==> src/design/pidaw_pkg.sv <==
// Shared types, constants and control encodings of the PID regulator with anti-windup.
package pidaw_pkg;

	localparam int ERR_W     = 16;
	localparam int GAIN_W    = 16;
	localparam int FRAC_W    = 8;
	localparam int ACC_W     = 48;
	localparam int PROD_W    = ACC_W + GAIN_W;
	localparam int PROP_W    = 32;
	localparam int OUT_W     = 16;
	localparam int CFG_IDX_W = 3;

	typedef logic signed [ACC_W-1:0]  acc_t;
	typedef logic signed [PROD_W-1:0] prod_t;
	typedef logic signed [GAIN_W-1:0] gain_t;
	typedef logic signed [ERR_W-1:0]  err_t;
	typedef logic signed [PROP_W-1:0] prop_t;
	typedef logic signed [OUT_W-1:0]  drive_t;

	localparam acc_t ACC_MAX = acc_t'({1'b0, {(ACC_W-1){1'b1}}});
	localparam acc_t ACC_MIN = acc_t'({1'b1, {(ACC_W-1){1'b0}}});

	typedef enum logic [CFG_IDX_W-1:0] {
		REG_GAIN_PROP,
		REG_GAIN_INTEG,
		REG_GAIN_DERIV,
		REG_GAIN_WINDUP,
		REG_LIMIT_HIGH,
		REG_LIMIT_LOW
	} reg_idx_t;

	typedef struct packed {
		gain_t kp;
		gain_t ki;
		gain_t kd;
		gain_t kc;
		gain_t lim_hi;
		gain_t lim_lo;
	} gains_t;

	typedef enum logic [2:0] {
		ST_IDLE,
		ST_MUL_P,
		ST_MUL_I,
		ST_ACC_I,
		ST_ACC_W,
		ST_SUM_I,
		ST_SUM_D,
		ST_CLAMP
	} state_t;

	typedef enum logic [1:0] {
		MA_ERR,
		MA_SDIFF,
		MA_DIFF
	} mul_a_t;

	typedef enum logic [1:0] {
		MB_KP,
		MB_KI,
		MB_KC,
		MB_KD
	} mul_b_t;

	typedef enum logic [2:0] {
		AA_PROD,
		AA_INTEG,
		AA_UP,
		AA_PRE,
		AA_RES
	} add_a_t;

	typedef enum logic [1:0] {
		AB_PREV,
		AB_PROD,
		AB_INTEG,
		AB_PRE
	} add_b_t;

	typedef struct packed {
		logic   load_err;
		logic   clear;
		logic   mul_en;
		mul_a_t mul_a;
		mul_b_t mul_b;
		logic   frac_shift;
		add_a_t add_a;
		add_b_t add_b;
		logic   add_sub;
		logic   wr_up;
		logic   wr_diff;
		logic   wr_integ;
		logic   zero_integ;
		logic   wr_pre;
		logic   finish;
	} cmd_t;

endpackage

==> src/design/pidaw_if.sv <==
// Handshake channels of the PID regulator: input word, result word, register write.
interface pidaw_in_if import pidaw_pkg::*; ();
	logic valid;
	logic ready;
	logic func;
	err_t error_in;

	modport source(output valid, output func, output error_in, input ready);
	modport sink(input valid, input func, input error_in, output ready);
endinterface

interface pidaw_out_if import pidaw_pkg::*; ();
	logic   valid;
	logic   ready;
	drive_t drive;
	logic   at_limit;

	modport source(output valid, output drive, output at_limit, input ready);
	modport sink(input valid, input drive, input at_limit, output ready);
endinterface

interface pidaw_cfg_if import pidaw_pkg::*; ();
	logic                 valid;
	logic                 ready;
	logic [CFG_IDX_W-1:0] index;
	gain_t                data;

	modport source(output valid, output index, output data, input ready);
	modport sink(input valid, input index, input data, output ready);
endinterface

==> src/design/pidaw_cfg_regs.sv <==
// Gain and limit register file written through the configuration channel.
module pidaw_cfg_regs import pidaw_pkg::*; (
	input  logic        clk,
	input  logic        arst_n,
	pidaw_cfg_if.sink   cfg,
	output gains_t      gains
);

	gains_t gains_q;

	assign cfg.ready = 1'b1;
	assign gains     = gains_q;

	always_ff @(posedge clk or negedge arst_n) begin
		if (!arst_n) begin
			gains_q <= '0;
		end else if (cfg.valid) begin
			unique case (reg_idx_t'(cfg.index))
				REG_GAIN_PROP:   gains_q.kp     <= cfg.data;
				REG_GAIN_INTEG:  gains_q.ki     <= cfg.data;
				REG_GAIN_DERIV:  gains_q.kd     <= cfg.data;
				REG_GAIN_WINDUP: gains_q.kc     <= cfg.data;
				REG_LIMIT_HIGH:  gains_q.lim_hi <= cfg.data;
				REG_LIMIT_LOW:   gains_q.lim_lo <= cfg.data;
				default: ;
			endcase
		end
	end

endmodule

==> src/design/pidaw_datapath.sv <==
// Shared multiplier, saturating adder, clamp and controller state registers.
module pidaw_datapath import pidaw_pkg::*; (
	input  logic   clk,
	input  logic   arst_n,
	input  cmd_t   cmd,
	input  gains_t gains,
	input  err_t   err_in,
	output drive_t drive,
	output logic   at_limit
);

	localparam int HI_EXT_W = ACC_W - GAIN_W - FRAC_W;

	err_t   err_q;
	prod_t  prod_q;
	prop_t  up_q;
	prop_t  prev_q;
	acc_t   diff_q;
	acc_t   integ_q;
	acc_t   sdiff_q;
	acc_t   pre_q;
	drive_t drive_q;
	logic   lim_q;

	acc_t                 mul_a;
	gain_t                mul_b;
	prod_t                prod;
	prod_t                sh;
	logic [PROD_W-ACC_W:0] sh_top;
	acc_t                 prod_sat;
	acc_t                 add_a;
	acc_t                 add_b;
	logic [ACC_W:0]       ax;
	logic [ACC_W:0]       bx;
	logic [ACC_W:0]       sum;
	acc_t                 add_sat;
	acc_t                 hq;
	acc_t                 lq;
	logic                 over;
	logic                 under;
	acc_t                 res;

	always_comb begin
		case (cmd.mul_a)
			MA_ERR:   mul_a = acc_t'(err_q);
			MA_SDIFF: mul_a = sdiff_q;
			MA_DIFF:  mul_a = diff_q;
			default:  mul_a = diff_q;
		endcase
		case (cmd.mul_b)
			MB_KP:   mul_b = gains.kp;
			MB_KI:   mul_b = gains.ki;
			MB_KC:   mul_b = gains.kc;
			MB_KD:   mul_b = gains.kd;
			default: mul_b = gains.kd;
		endcase
	end

	assign prod = prod_t'(mul_a) * prod_t'(mul_b);

	// drop fraction toward minus infinity, then saturate
	assign sh     = cmd.frac_shift ? (prod_q >>> FRAC_W) : prod_q;
	assign sh_top = sh[PROD_W-1:ACC_W-1];
	assign prod_sat = ((&sh_top) || !(|sh_top)) ? sh[ACC_W-1:0]
		: (sh[PROD_W-1] ? ACC_MIN : ACC_MAX);

	assign hq    = acc_t'({{HI_EXT_W{gains.lim_hi[GAIN_W-1]}}, gains.lim_hi, {FRAC_W{1'b0}}});
	assign lq    = acc_t'({{HI_EXT_W{gains.lim_lo[GAIN_W-1]}}, gains.lim_lo, {FRAC_W{1'b0}}});
	assign over  = pre_q > hq;
	assign under = pre_q < lq;
	assign res   = over ? hq : (under ? lq : pre_q);

	always_comb begin
		case (cmd.add_a)
			AA_PROD:  add_a = prod_sat;
			AA_INTEG: add_a = integ_q;
			AA_UP:    add_a = acc_t'(up_q);
			AA_PRE:   add_a = pre_q;
			AA_RES:   add_a = res;
			default:  add_a = res;
		endcase
		case (cmd.add_b)
			AB_PREV:  add_b = acc_t'(prev_q);
			AB_PROD:  add_b = prod_sat;
			AB_INTEG: add_b = integ_q;
			AB_PRE:   add_b = pre_q;
			default:  add_b = pre_q;
		endcase
	end

	assign ax  = {add_a[ACC_W-1], add_a};
	assign bx  = {add_b[ACC_W-1], add_b};
	assign sum = cmd.add_sub ? (ax - bx) : (ax + bx);
	assign add_sat = (sum[ACC_W] == sum[ACC_W-1]) ? acc_t'(sum[ACC_W-1:0])
		: (sum[ACC_W] ? ACC_MIN : ACC_MAX);

	always_ff @(posedge clk) begin
		if (cmd.load_err)
			err_q <= err_in;
		if (cmd.mul_en)
			prod_q <= prod;
		if (cmd.wr_up)
			up_q <= prod_sat[PROP_W-1:0];
		if (cmd.wr_diff)
			diff_q <= add_sat;
		if (cmd.wr_pre)
			pre_q <= add_sat;
		if (cmd.finish) begin
			drive_q <= res[FRAC_W+OUT_W-1:FRAC_W];
			lim_q   <= over || under;
		end
	end

	always_ff @(posedge clk or negedge arst_n) begin
		if (!arst_n) begin
			integ_q <= '0;
			sdiff_q <= '0;
			prev_q  <= '0;
		end else begin
			if (cmd.clear) begin
				integ_q <= '0;
				sdiff_q <= '0;
			end
			if (cmd.wr_integ)
				integ_q <= (cmd.zero_integ && gains.ki == '0) ? '0 : add_sat;
			if (cmd.finish) begin
				sdiff_q <= add_sat;
				prev_q  <= up_q;
			end
		end
	end

	assign drive    = drive_q;
	assign at_limit = lim_q;

	a_clear_zeroes: assert property (@(posedge clk) disable iff (!arst_n)
		cmd.clear |=> (integ_q == '0 && sdiff_q == '0))
		else $error("clear left integral or saturation difference nonzero");

	a_ki_zero: assert property (@(posedge clk) disable iff (!arst_n)
		(cmd.wr_integ && cmd.zero_integ && gains.ki == '0) |=> integ_q == '0)
		else $error("integral not forced to zero with zero integral gain");

	a_limit_drive: assert property (@(posedge clk) disable iff (!arst_n)
		(cmd.finish && (over || under)) |=>
			(drive_q == $past(gains.lim_hi) || drive_q == $past(gains.lim_lo)))
		else $error("clamped drive differs from both limits");

endmodule

==> src/design/pidaw_ctrl.sv <==
// Step sequencer driving the shared datapath and the result handshake.
module pidaw_ctrl import pidaw_pkg::*; (
	input  logic clk,
	input  logic arst_n,
	input  logic in_valid,
	input  logic in_func,
	output logic in_ready,
	output logic out_valid,
	input  logic out_ready,
	output cmd_t cmd
);

	state_t state_q;
	state_t state_d;
	logic   out_valid_q;
	logic   accept;
	logic   done;

	assign in_ready  = (state_q == ST_IDLE);
	assign accept    = in_valid && in_ready;
	assign done      = (state_q == ST_CLAMP) && (!out_valid_q || out_ready);
	assign out_valid = out_valid_q;

	always_comb begin
		state_d = state_q;
		unique case (state_q)
			ST_IDLE:  if (accept && !in_func) state_d = ST_MUL_P;
			ST_MUL_P: state_d = ST_MUL_I;
			ST_MUL_I: state_d = ST_ACC_I;
			ST_ACC_I: state_d = ST_ACC_W;
			ST_ACC_W: state_d = ST_SUM_I;
			ST_SUM_I: state_d = ST_SUM_D;
			ST_SUM_D: state_d = ST_CLAMP;
			ST_CLAMP: if (done) state_d = ST_IDLE;
			default:  state_d = ST_IDLE;
		endcase
	end

	always_comb begin
		cmd = '0;
		unique case (state_q)
			ST_IDLE: begin
				cmd.load_err = accept;
				cmd.clear    = accept && in_func;
			end
			ST_MUL_P: begin
				cmd.mul_en = 1'b1;
				cmd.mul_a  = MA_ERR;
				cmd.mul_b  = MB_KP;
			end
			ST_MUL_I: begin
				cmd.mul_en  = 1'b1;
				cmd.mul_a   = MA_ERR;
				cmd.mul_b   = MB_KI;
				cmd.wr_up   = 1'b1;
				cmd.add_a   = AA_PROD;
				cmd.add_b   = AB_PREV;
				cmd.add_sub = 1'b1;
				cmd.wr_diff = 1'b1;
			end
			ST_ACC_I: begin
				cmd.mul_en   = 1'b1;
				cmd.mul_a    = MA_SDIFF;
				cmd.mul_b    = MB_KC;
				cmd.add_a    = AA_INTEG;
				cmd.add_b    = AB_PROD;
				cmd.wr_integ = 1'b1;
			end
			ST_ACC_W: begin
				cmd.mul_en     = 1'b1;
				cmd.mul_a      = MA_DIFF;
				cmd.mul_b      = MB_KD;
				cmd.frac_shift = 1'b1;
				cmd.add_a      = AA_INTEG;
				cmd.add_b      = AB_PROD;
				cmd.wr_integ   = 1'b1;
				cmd.zero_integ = 1'b1;
			end
			ST_SUM_I: begin
				cmd.add_a  = AA_UP;
				cmd.add_b  = AB_INTEG;
				cmd.wr_pre = 1'b1;
			end
			ST_SUM_D: begin
				cmd.frac_shift = 1'b1;
				cmd.add_a      = AA_PRE;
				cmd.add_b      = AB_PROD;
				cmd.wr_pre     = 1'b1;
			end
			ST_CLAMP: begin
				cmd.add_a   = AA_RES;
				cmd.add_b   = AB_PRE;
				cmd.add_sub = 1'b1;
				cmd.finish  = done;
			end
			default: ;
		endcase
	end

	always_ff @(posedge clk or negedge arst_n) begin
		if (!arst_n) begin
			state_q     <= ST_IDLE;
			out_valid_q <= 1'b0;
		end else begin
			state_q <= state_d;
			if (done)
				out_valid_q <= 1'b1;
			else if (out_ready)
				out_valid_q <= 1'b0;
		end
	end

	a_step_length: assert property (@(posedge clk) disable iff (!arst_n)
		(accept && !in_func) |-> ##7 (state_q == ST_CLAMP))
		else $error("compute step did not reach clamp after seven cycles");

	a_done_valid: assert property (@(posedge clk) disable iff (!arst_n)
		done |=> out_valid_q)
		else $error("finished step did not raise result valid");

	a_clamp_stall: assert property (@(posedge clk) disable iff (!arst_n)
		(state_q == ST_CLAMP && out_valid_q && !out_ready) |=> (state_q == ST_CLAMP))
		else $error("clamp step overwrote an untaken result");

endmodule

==> src/design/pid_regulator_antiwindup_core.sv <==
// PID regulator with back-calculation anti-windup: top level.
// A compute word is accepted in idle; its result becomes valid after the clamp step finishes.
// A new compute word waits until the previous one is finished, as the shared multiplier and
// saturating adder step through P, I, windup and D terms; a clear word is handled in idle.
// A finished result stalls the clamp step only while the previous result is untaken.
// Reset clears gains, limits, integral, saturation difference and previous proportional.
module pid_regulator_antiwindup_core import pidaw_pkg::*; (
	input  logic         clk,
	input  logic         arst_n,
	pidaw_in_if.sink     in_ch,
	pidaw_out_if.source  out_ch,
	pidaw_cfg_if.sink    cfg
);

	gains_t gains;
	cmd_t   cmd;

	pidaw_cfg_regs u_regs (
		.clk    (clk),
		.arst_n (arst_n),
		.cfg    (cfg),
		.gains  (gains)
	);

	pidaw_ctrl u_ctrl (
		.clk       (clk),
		.arst_n    (arst_n),
		.in_valid  (in_ch.valid),
		.in_func   (in_ch.func),
		.in_ready  (in_ch.ready),
		.out_valid (out_ch.valid),
		.out_ready (out_ch.ready),
		.cmd       (cmd)
	);

	pidaw_datapath u_dp (
		.clk      (clk),
		.arst_n   (arst_n),
		.cmd      (cmd),
		.gains    (gains),
		.err_in   (in_ch.error_in),
		.drive    (out_ch.drive),
		.at_limit (out_ch.at_limit)
	);

endmodule
==> src/flat_wrapper.sv <==
// flat-port wrapper written by rule: the top's interface ports become plain ports
module pid_regulator_antiwindup_core_flat import pidaw_pkg::*;
  (clk, arst_n, in_ch_valid, in_ch_func, in_ch_error_in, in_ch_ready, out_ch_valid, out_ch_drive, out_ch_at_limit, out_ch_ready, cfg_valid, cfg_index, cfg_data, cfg_ready);
  pidaw_in_if in_ch_i ();
  pidaw_out_if out_ch_i ();
  pidaw_cfg_if cfg_i ();
  input  logic clk;
  input  logic arst_n;
  input wire logic [$bits(in_ch_i.valid)-1:0] in_ch_valid;
  input wire logic [$bits(in_ch_i.func)-1:0] in_ch_func;
  input wire logic [$bits(in_ch_i.error_in)-1:0] in_ch_error_in;
  output wire logic [$bits(in_ch_i.ready)-1:0] in_ch_ready;
  output wire logic [$bits(out_ch_i.valid)-1:0] out_ch_valid;
  output wire logic [$bits(out_ch_i.drive)-1:0] out_ch_drive;
  output wire logic [$bits(out_ch_i.at_limit)-1:0] out_ch_at_limit;
  input wire logic [$bits(out_ch_i.ready)-1:0] out_ch_ready;
  input wire logic [$bits(cfg_i.valid)-1:0] cfg_valid;
  input wire logic [$bits(cfg_i.index)-1:0] cfg_index;
  input wire logic [$bits(cfg_i.data)-1:0] cfg_data;
  output wire logic [$bits(cfg_i.ready)-1:0] cfg_ready;
  assign in_ch_i.valid = in_ch_valid;
  assign in_ch_i.func = in_ch_func;
  assign in_ch_i.error_in = in_ch_error_in;
  assign in_ch_ready = in_ch_i.ready;
  assign out_ch_valid = out_ch_i.valid;
  assign out_ch_drive = out_ch_i.drive;
  assign out_ch_at_limit = out_ch_i.at_limit;
  assign out_ch_i.ready = out_ch_ready;
  assign cfg_i.valid = cfg_valid;
  assign cfg_i.index = cfg_index;
  assign cfg_i.data = cfg_data;
  assign cfg_ready = cfg_i.ready;
  pid_regulator_antiwindup_core u_core (.clk(clk), .arst_n(arst_n), .in_ch(in_ch_i), .out_ch(out_ch_i), .cfg(cfg_i));
endmodule
==> config.mk <==
export PLATFORM = sky130hd
export DESIGN_NAME = pid_regulator_antiwindup_core_flat
export DESIGN_NICKNAME = d
export VERILOG_FILES = /design/src/design/pidaw_pkg.sv /design/src/design/pidaw_if.sv /design/src/design/pidaw_cfg_regs.sv /design/src/design/pidaw_datapath.sv /design/src/design/pidaw_ctrl.sv /design/src/design/pid_regulator_antiwindup_core.sv /design/src/flat_wrapper.sv
export SDC_FILE = /design/constraint.sdc
export NUM_CORES = 2
export LEC_CHECK = 0
export ABC_CLOCK_PERIOD_IN_PS = 15100
export BUFFER_PORTS_ARGS = -buffer_cell sky130_fd_sc_hd__clkbuf_2
export CORE_UTILIZATION = 41
export DETAILED_ROUTE_END_ITERATION = 10
export SYNTH_ARGS = -nofsm -noshare
export SYNTH_HDL_FRONTEND = slang
export SYNTH_SLANG_ARGS = --single-unit
==> constraint.sdc <==
create_clock -name clk -period 15.1 [get_ports clk]
set_input_delay 2.265 -clock clk [delete_from_list [all_inputs] [get_ports clk]]
set_output_delay 2.265 -clock clk [all_outputs]
set_load 0.005 [all_outputs]
=== Word level (Yosys, flattened, before mapping) ===
Index checks and enable logic that the tools add are counted.

* Logic and storage cells: 113
* Output and inout port bits: 20
* Flip-flop bits (word level): 453
* Bits of input ports: 41

* $add $sub $neg: 2
* Multiply operators: 1
* Equality and inequality tests: 25
* Muxes and demuxes: 31
* Reduce and logical (&&, ||, !) cells: 34
* Order comparisons: 2

{| class="wikitable"
|+ Operators by type and width
! operator !! number
|-
| two-way mux 48 bit || 10
|-
| one-hot mux 48 bit (4 select lines) || 2
|-
| one-hot mux 48 bit (2 select lines) || 1
|-
| multiplier 48 x 16 -> 64 bit || 1
|-
| one-hot mux 16 bit (4 select lines) || 1
|-
| two-way mux 63 bit || 1
|-
| adder 48 x 48 -> 49 bit || 1
|-
| two-way mux 49 bit || 1
|-
| subtractor 48 x 48 -> 49 bit || 1
|-
| > comparator 48 x 24 -> 1 bit || 1
|-
| less-than comparator 48 x 24 -> 1 bit || 1
|-
| one-hot mux 5 bit (4 select lines) || 2
|-
| one-hot mux 3 bit (8 select lines) || 1
|-
| equality test 3 x 2 -> 1 bit, second input constant || 6
|-
| equality test 3 bit, second input constant || 6
|-
| AND reduction 17 bit || 1
|-
| OR reduction 17 bit || 1
|-
| logical NOT 16 bit || 1
|-
| AND reduction 2 bit || 7
|-
| equality test 3 x 1 -> 1 bit, second input constant || 3
|-
| logical NOT 3 bit || 3
|-
| equality test 2 bit, second input constant || 4
|-
| two-way mux 1 bit || 8
|-
| OR reduction 2 bit || 4
|-
| other kinds (11) || 27
|}

=== Depth between registers and ports, before layout ===
* Depth in word-level cells: 15
* Depth in mapped cells: 40
* Mapped depth without buffers: 32

=== Modules after synthesis ===
Synthesis repeated with hierarchy kept, for this count alone.

* Cells, all modules: 5706
* Area, all modules: 53356.2 um^2

{| class="wikitable"
|+ Modules (own cells, without submodules)
! module !! seq. area each (um^2) !! cells each !! times used !! area each (um^2)
|-
| pidaw_datapath || 9959.6 || 5449 || 1 || 49292.3
|-
| pidaw_cfg_regs || 2402.3 || 210 || 1 || 3689.8
|-
| pidaw_ctrl || 100.1 || 47 || 1 || 374.1
|}

=== Worst setup path after synthesis ===
Ideal clock, no wire load.

* Path kind: register -> register
* From: reg u_core.u_ctrl.state_q[0]
* To: reg u_core.u_dp.diff_q[29] (data pin)
* Setup time: 0.257 ns
* Slack: 5.394 ns
* Period minus slack after synthesis: 9.706 ns
* Cell stages (with the launch flop): 30
* Data arrival time: 9.449 ns
* Required time: 14.843 ns
* Buffers on the path: 9
* Path through: dfrtp_1 -> buf_2 -> buf_2 -> clkbuf_1 -> clkbuf_1 -> clkbuf_1 -> nor2_1 -> nor2_1 -> clkbuf_1 -> clkbuf_1 -> nand2_1 -> xnor2_1 -> ha_1 -> and4_1 -> a221oi_1 -> o21ai_1 -> o211ai_1 -> nand4b_1 -> a221oi_1 -> o21ai_1 -> o21ai_1 -> xor2_2 -> xnor2_1 -> ha_1 -> inv_1 -> clkbuf_1 -> nor2_1 -> mux2i_2 -> clkbuf_1 -> a21bo_2

* Longest elaborated chain between the ends: 13
* Elaborated cells on any way between the ends: 34
* Those cells by class: add/sub (2); eq/ne (13); mux (10); reduce/logical (9)

{| class="wikitable"
|+ RTL lines
! what !! RTL line !! source
|-
| start, declared || pidaw_ctrl.sv:13 || <nowiki>state_t state_q;</nowiki>
|-
| start signal, assigned || pidaw_ctrl.sv:105 || <nowiki>state_q <= state_d;</nowiki>
|-
| equality test 3 bit || pidaw_ctrl.sv:41 || <nowiki>unique case (state_q)</nowiki>
|-
| OR reduction 2 bit (no line) || -- ||
|-
| two-way mux 1 bit || pidaw_ctrl.sv:41 ||
|-
| two-way mux 63 bit || pidaw_datapath.sv:62 || <nowiki>assign sh = cmd.frac_shift ? (prod_q >>> FRAC_W) : prod_q;</nowiki>
|-
| OR reduction 17 bit || pidaw_datapath.sv:64 || <nowiki>assign prod_sat = ((&sh_top) || !(|sh_top)) ? sh[ACC_W-1:0]</nowiki>
|-
| logical NOT 1 bit || pidaw_datapath.sv:64 ||
|-
| logical OR 1 bit || pidaw_datapath.sv:64 ||
|-
| two-way mux 48 bit || pidaw_datapath.sv:64 ||
|-
| one-hot mux 48 bit (4 select lines), on equally long branches || pidaw_datapath.sv:74, pidaw_datapath.sv:82 ||
|-
| adder 48 x 48 -> 49 bit or subtractor 48 x 48 -> 49 bit (tied branches) || pidaw_datapath.sv:93 || <nowiki>assign sum = cmd.add_sub ? (ax - bx) : (ax + bx);</nowiki>
|-
| two-way mux 49 bit * || pidaw_datapath.sv:93 ||
|-
| two-way mux 48 bit or equality test 1 bit (tied branches) || pidaw_datapath.sv:95, pidaw_datapath.sv:94 ||
|-
| two-way mux 48 bit * || pidaw_datapath.sv:94 || <nowiki>assign add_sat = (sum[ACC_W] == sum[ACC_W-1]) ? acc_t'(sum[ACC_W-1:0])</nowiki>
|-
| net u_core.u_dp.add_sat[29] || pidaw_datapath.sv:36 || <nowiki>acc_t add_sat;</nowiki>
|-
| end signal, assigned || pidaw_datapath.sv:105 || <nowiki>diff_q <= add_sat;</nowiki>
|-
| end, declared || pidaw_datapath.sv:18 || <nowiki>acc_t diff_q;</nowiki>
|}

The timed path passes the listed nets; every way through them passes the cells marked *.
A chain may end at the register's enable or synchronous reset.

=== Worst setup path in the final report ===
* From: reg u_core.u_ctrl.state_q[1]
* To: reg u_core.u_dp.prod_q[62] (data pin)

* Longest elaborated chain between the ends: 5
* Elaborated cells on any way between the ends: 14
* Those cells by class: mul (1); eq/ne (8); mux (3); reduce/logical (2)

{| class="wikitable"
|+ RTL lines
! what !! RTL line !! source
|-
| equality test 3 bit, or another cell as far along || pidaw_ctrl.sv:41 ||
|-
| one-hot mux 5 bit (4 select lines) * || pidaw_ctrl.sv:41 ||
|-
| equality test 2 bit, or another cell as far along || pidaw_datapath.sv:50 || <nowiki>case (cmd.mul_b)</nowiki>
|-
| one-hot mux 16 bit (4 select lines) or one-hot mux 48 bit (2 select lines) (tied branches) || pidaw_datapath.sv:50, pidaw_datapath.sv:44 ||
|-
| multiplier 48 x 16 -> 64 bit * || pidaw_datapath.sv:59 || <nowiki>assign prod = prod_t'(mul_a) * prod_t'(mul_b);</nowiki>
|-
| net u_core.u_dp.prod[62] || pidaw_datapath.sv:27 || <nowiki>prod_t prod;</nowiki>
|-
| end signal, assigned || pidaw_datapath.sv:101 || <nowiki>prod_q <= prod;</nowiki>
|-
| end, declared || pidaw_datapath.sv:15 || <nowiki>prod_t prod_q;</nowiki>
|}

Marks and branches as above.

==> key figures <==
Global route
  • Pin count of the biggest net entering global routing: ~140
  • GRT Overall Usage: 28.93%
  • Total global routing overflow: 0
  • Antenna violations before repair: 2
  • First-pass GRT wire length: 286,400 um
  • Number of global-route vias before repair: around 45,000

Detailed routing
  • Vias per cell: 5.918
  • Drc violations: 1
  • Drt first pass iters: 11
  • Wirelength per Cell: 25.28 um
  • Post-route ant nets: 0
  • Final WL: 190,800 um
  • Vias: 44,668
  • Iter 0 DRT Violations: 5,516

Critical path
  • Worst path slowest cell: clkinv_1
  • Crit path DAT: approximately 13 ns
  • Crit Path Max Fanout: 42
  • Worst r2r dst: u_core.u_dp.prod_q[62]
  • Crit path to: u_core.u_dp.prod_q[62]
  • RR Startpoint: u_core.u_ctrl.state_q[1]
  • Critical Path Start: u_core.u_ctrl.state_q[1]
  • Setup CP Type: flop to flop
  • CP required: 15.48 ns
  • CP Capture Type: flop
  • Worst R2R Setup Slack: about 3.0 ns
  • Most used cell, CP: fa_1
  • Worst R2R Path Depth: 30
  • CP startpoint kind: flop
  • CP peak stage delay: 0.87 ns

Clock tree
  • Post-CTS Setup Inserts: 0
  • # resized after CTS: 0
  • H-tree Lvls: 2
  • Skew-Pair Late Insertion Delay: 0.65 ns
  • Clock-pin slew on the worst setup and hold paths: 0.06 ns
  • Clock tree buffer depth: 3
  • TritonCTS Buffers: 51
  • Clk sinks: ~450
  • Cts hold-fix bufs: 0
  • CTS root buffer: clkbuf_16
  • CTS tree: yes

Synth
  • Ys Warns: 0
  • Commonest cells post-synth: 941 x inv_1, 776 x nand2_1, 711 x fa_1
  • Async set or reset register ratio after synthesis: 50.33%
  • Cell with the most instances after synthesis: inv_1
  • Flops & latches, synth: approximately 450
  • Synth Cell Area: roughly 0.054 mm2
  • Post-synthesis sequential area ratio: 23.28%
  • Dominant cell type by area after synthesis: fa_1
  • Post-synth top area share: approximately a quarter
  • Post-synth EDFFs: 225
  • Syn_nets: 6,910
  • Synth Area per Inst: between 9 and 10 um2
  • Cells after Synth: 5,882
  • Ys flop type: dfrtp_1
  • Count of different cell masters after synthesis: 92
  • Ranking of synthesized cells by area: fa_1 27%, edfxtp_1 13%, dfrtp_1 11%

Status
  • Outcome: finished, violations left
  • Failing checks: DRC

Place
  • I/O Buffers: 59
  • RePlAce Congestion: approximately 0.99
  • Hpwl dp: about 140,000 um
  • Post-Place Worst Slack: 3.205 ns

STA
  • Max Fclk: 82.50 MHz
  • Crit share post-route: 80.27%
  • Max-slew headroom: less than 1%
  • Final Max Tran Viols: 0
  • Setup TNS: 0 ns
  • Setup ws final: 2.979 ns
  • RSZ-0062 raised after global routing: no
  • Period minus WS final: about 12 ns
  • Endpoints failing setup: 0
  • Worst-margin pin slew: about 1.5 ns
  • Hold Fails Final Rpt: 0
  • Clock skew: 0.06097 ns

Cells and area
  • Area of the multi-input gates: 0.03648 mm2
  • Fin nets: 6,788
  • Layout cell share with drive strength beyond 1: under 10%
  • Filler cells: about 13,000
  • Storage element area: 0.01247 mm2
  • P&R area growth vs syn: 7.546%

Hold path
  • Min-delay worst type: flop to flop

Floorplanning
  • I/O pins: 61
  • Num rows: 132
  • Full die area: between 0.1 and 0.15 mm2
  • Total core area: 0.1295 mm2
  • Die width: 363.3 um
  • Initial Util: 41.34%
  • DIE HEIGHT: 363.3 um

Flow run
  • Max Cap Viol: 0
-- metal layers --
metal | routed length [um] | GRT usage, %
met5 | 0 | 0
met4 | 5939 | 8.364
met2 | 80900 | 42.91
met1 | 81990 | 41.73
met3 | 21990 | 7.009
-- through the flow --
step / utilization, % / hold slack [ns] / instances / area (um2)
finish: 44.46 / 0.4995 / 7548 / 57560
floorplan: - / 0.4587 / 5882 / 53530
global placement: 43.01 / 0.4837 / 7449 / 55690
global route: 44.45 / 0.5173 / 7546 / 57560
detailed placement: 43.01 / 0.4862 / 7449 / 55690
CTS: 44.45 / 0.5031 / 7545 / 57560
-- worst max-delay path, delay by kind of cell, from the launching register on --
kind / cells / cell delay, ns
and+or+nand+nor: 5 / 1.46
xor gates and xnor gates: 1 / 0.14
buffers and inverters: 8 / 3.26
adders and majority gates: 7 / 3.26
DFF: 1 / 0.67
AOI/OAI and AO/OA: 9 / 2.92
-- cell families after synthesis --
group | count (synthesis) | share of synthesized area [%]
fa+ha+maj | 987 | 33.04
mux | 192 | 3.871
other cells | 1 | 0.007006
xor+xnor | 150 | 2.469
compound gates | 1194 | 15.16
flops | 453 | 23.28
buf+inv | 1270 | 9.072
simple gates | 1635 | 13.09
-- worst min-delay path by stage --
stage	start	end	slack [ns]	depth (start not counted)
after CTS	u_core.u_dp.up_q[12]	u_core.u_dp.prev_q[12]	0.50	1
after global placement	u_core.u_dp.sdiff_q[47]	u_core.u_dp.sdiff_q[47]	0.48	1
after floorplan	u_core.u_dp.sdiff_q[0]	u_core.u_dp.sdiff_q[0]	0.46	1
final	u_core.u_dp.up_q[12]	u_core.u_dp.prev_q[12]	0.50	1
after global routing	u_core.u_regs.gains[55]	u_core.u_regs.gains[55]	0.52	1
after detailed placement	u_core.u_dp.sdiff_q[47]	u_core.u_dp.sdiff_q[47]	0.49	1
-- layout by cell type, fill, tap and decap left out, types with 16 or more instances in the layout --
cell / count
a211oi_1: 20
a21o_1: 111
a21oi_1: 345
a221o_1: 100
a222oi_1: 40
a22o_1: 30
a22oi_1: 31
a31oi_1: 47
and2_1: 21
and3_1: 30
buf_4: 92
clkbuf_16: 52
clkbuf_2: 58
dfrtp_1: 225
edfxtp_1: 225
fa_1: 711
ha_1: 276
inv_1: 941
mux2_2: 113
mux2i_1: 76
nand2_1: 775
nand2b_1: 38
nand3_1: 87
nand4_1: 28
nor2_1: 511
nor2b_1: 24
nor3_1: 27
o21a_1: 35
o21ai_0: 212
o21bai_1: 16
o221a_2: 24
o221ai_1: 20
o22ai_1: 25
xnor2_1: 96
xor2_1: 52
-- flip-flops by register name (all words and copies together) (netlist names) --
register	cells
u_core.u_regs.gains	96
u_core.u_dp.prod_q	64
u_core.u_dp.diff_q	48
u_core.u_dp.integ_q	48
u_core.u_dp.pre_q	48
u_core.u_dp.sdiff_q	48
u_core.u_dp.prev_q	32
u_core.u_dp.up_q	32
u_core.u_dp.drive	16
u_core.u_dp.err_q	16
u_core.u_ctrl.state_q	3
u_core.u_ctrl.out_valid	1
u_core.u_dp.at_limit	1
-- area by class of cell --
class / count / area share, %
clock inverters: 25 / 0.7260
multi-input cells: 4159 / 63.37
well taps: 1742 / 3.786
flip-flops and latches: 453 / 21.67
diodes: 3 / 0.01304
clock buffers: 71 / 2.524
repair buffers: 152 / 1.765
inverters: 943 / 6.149
Power is not shown: default switching activity piles up to over one toggle a cycle in this logic, so the estimate is an artifact.
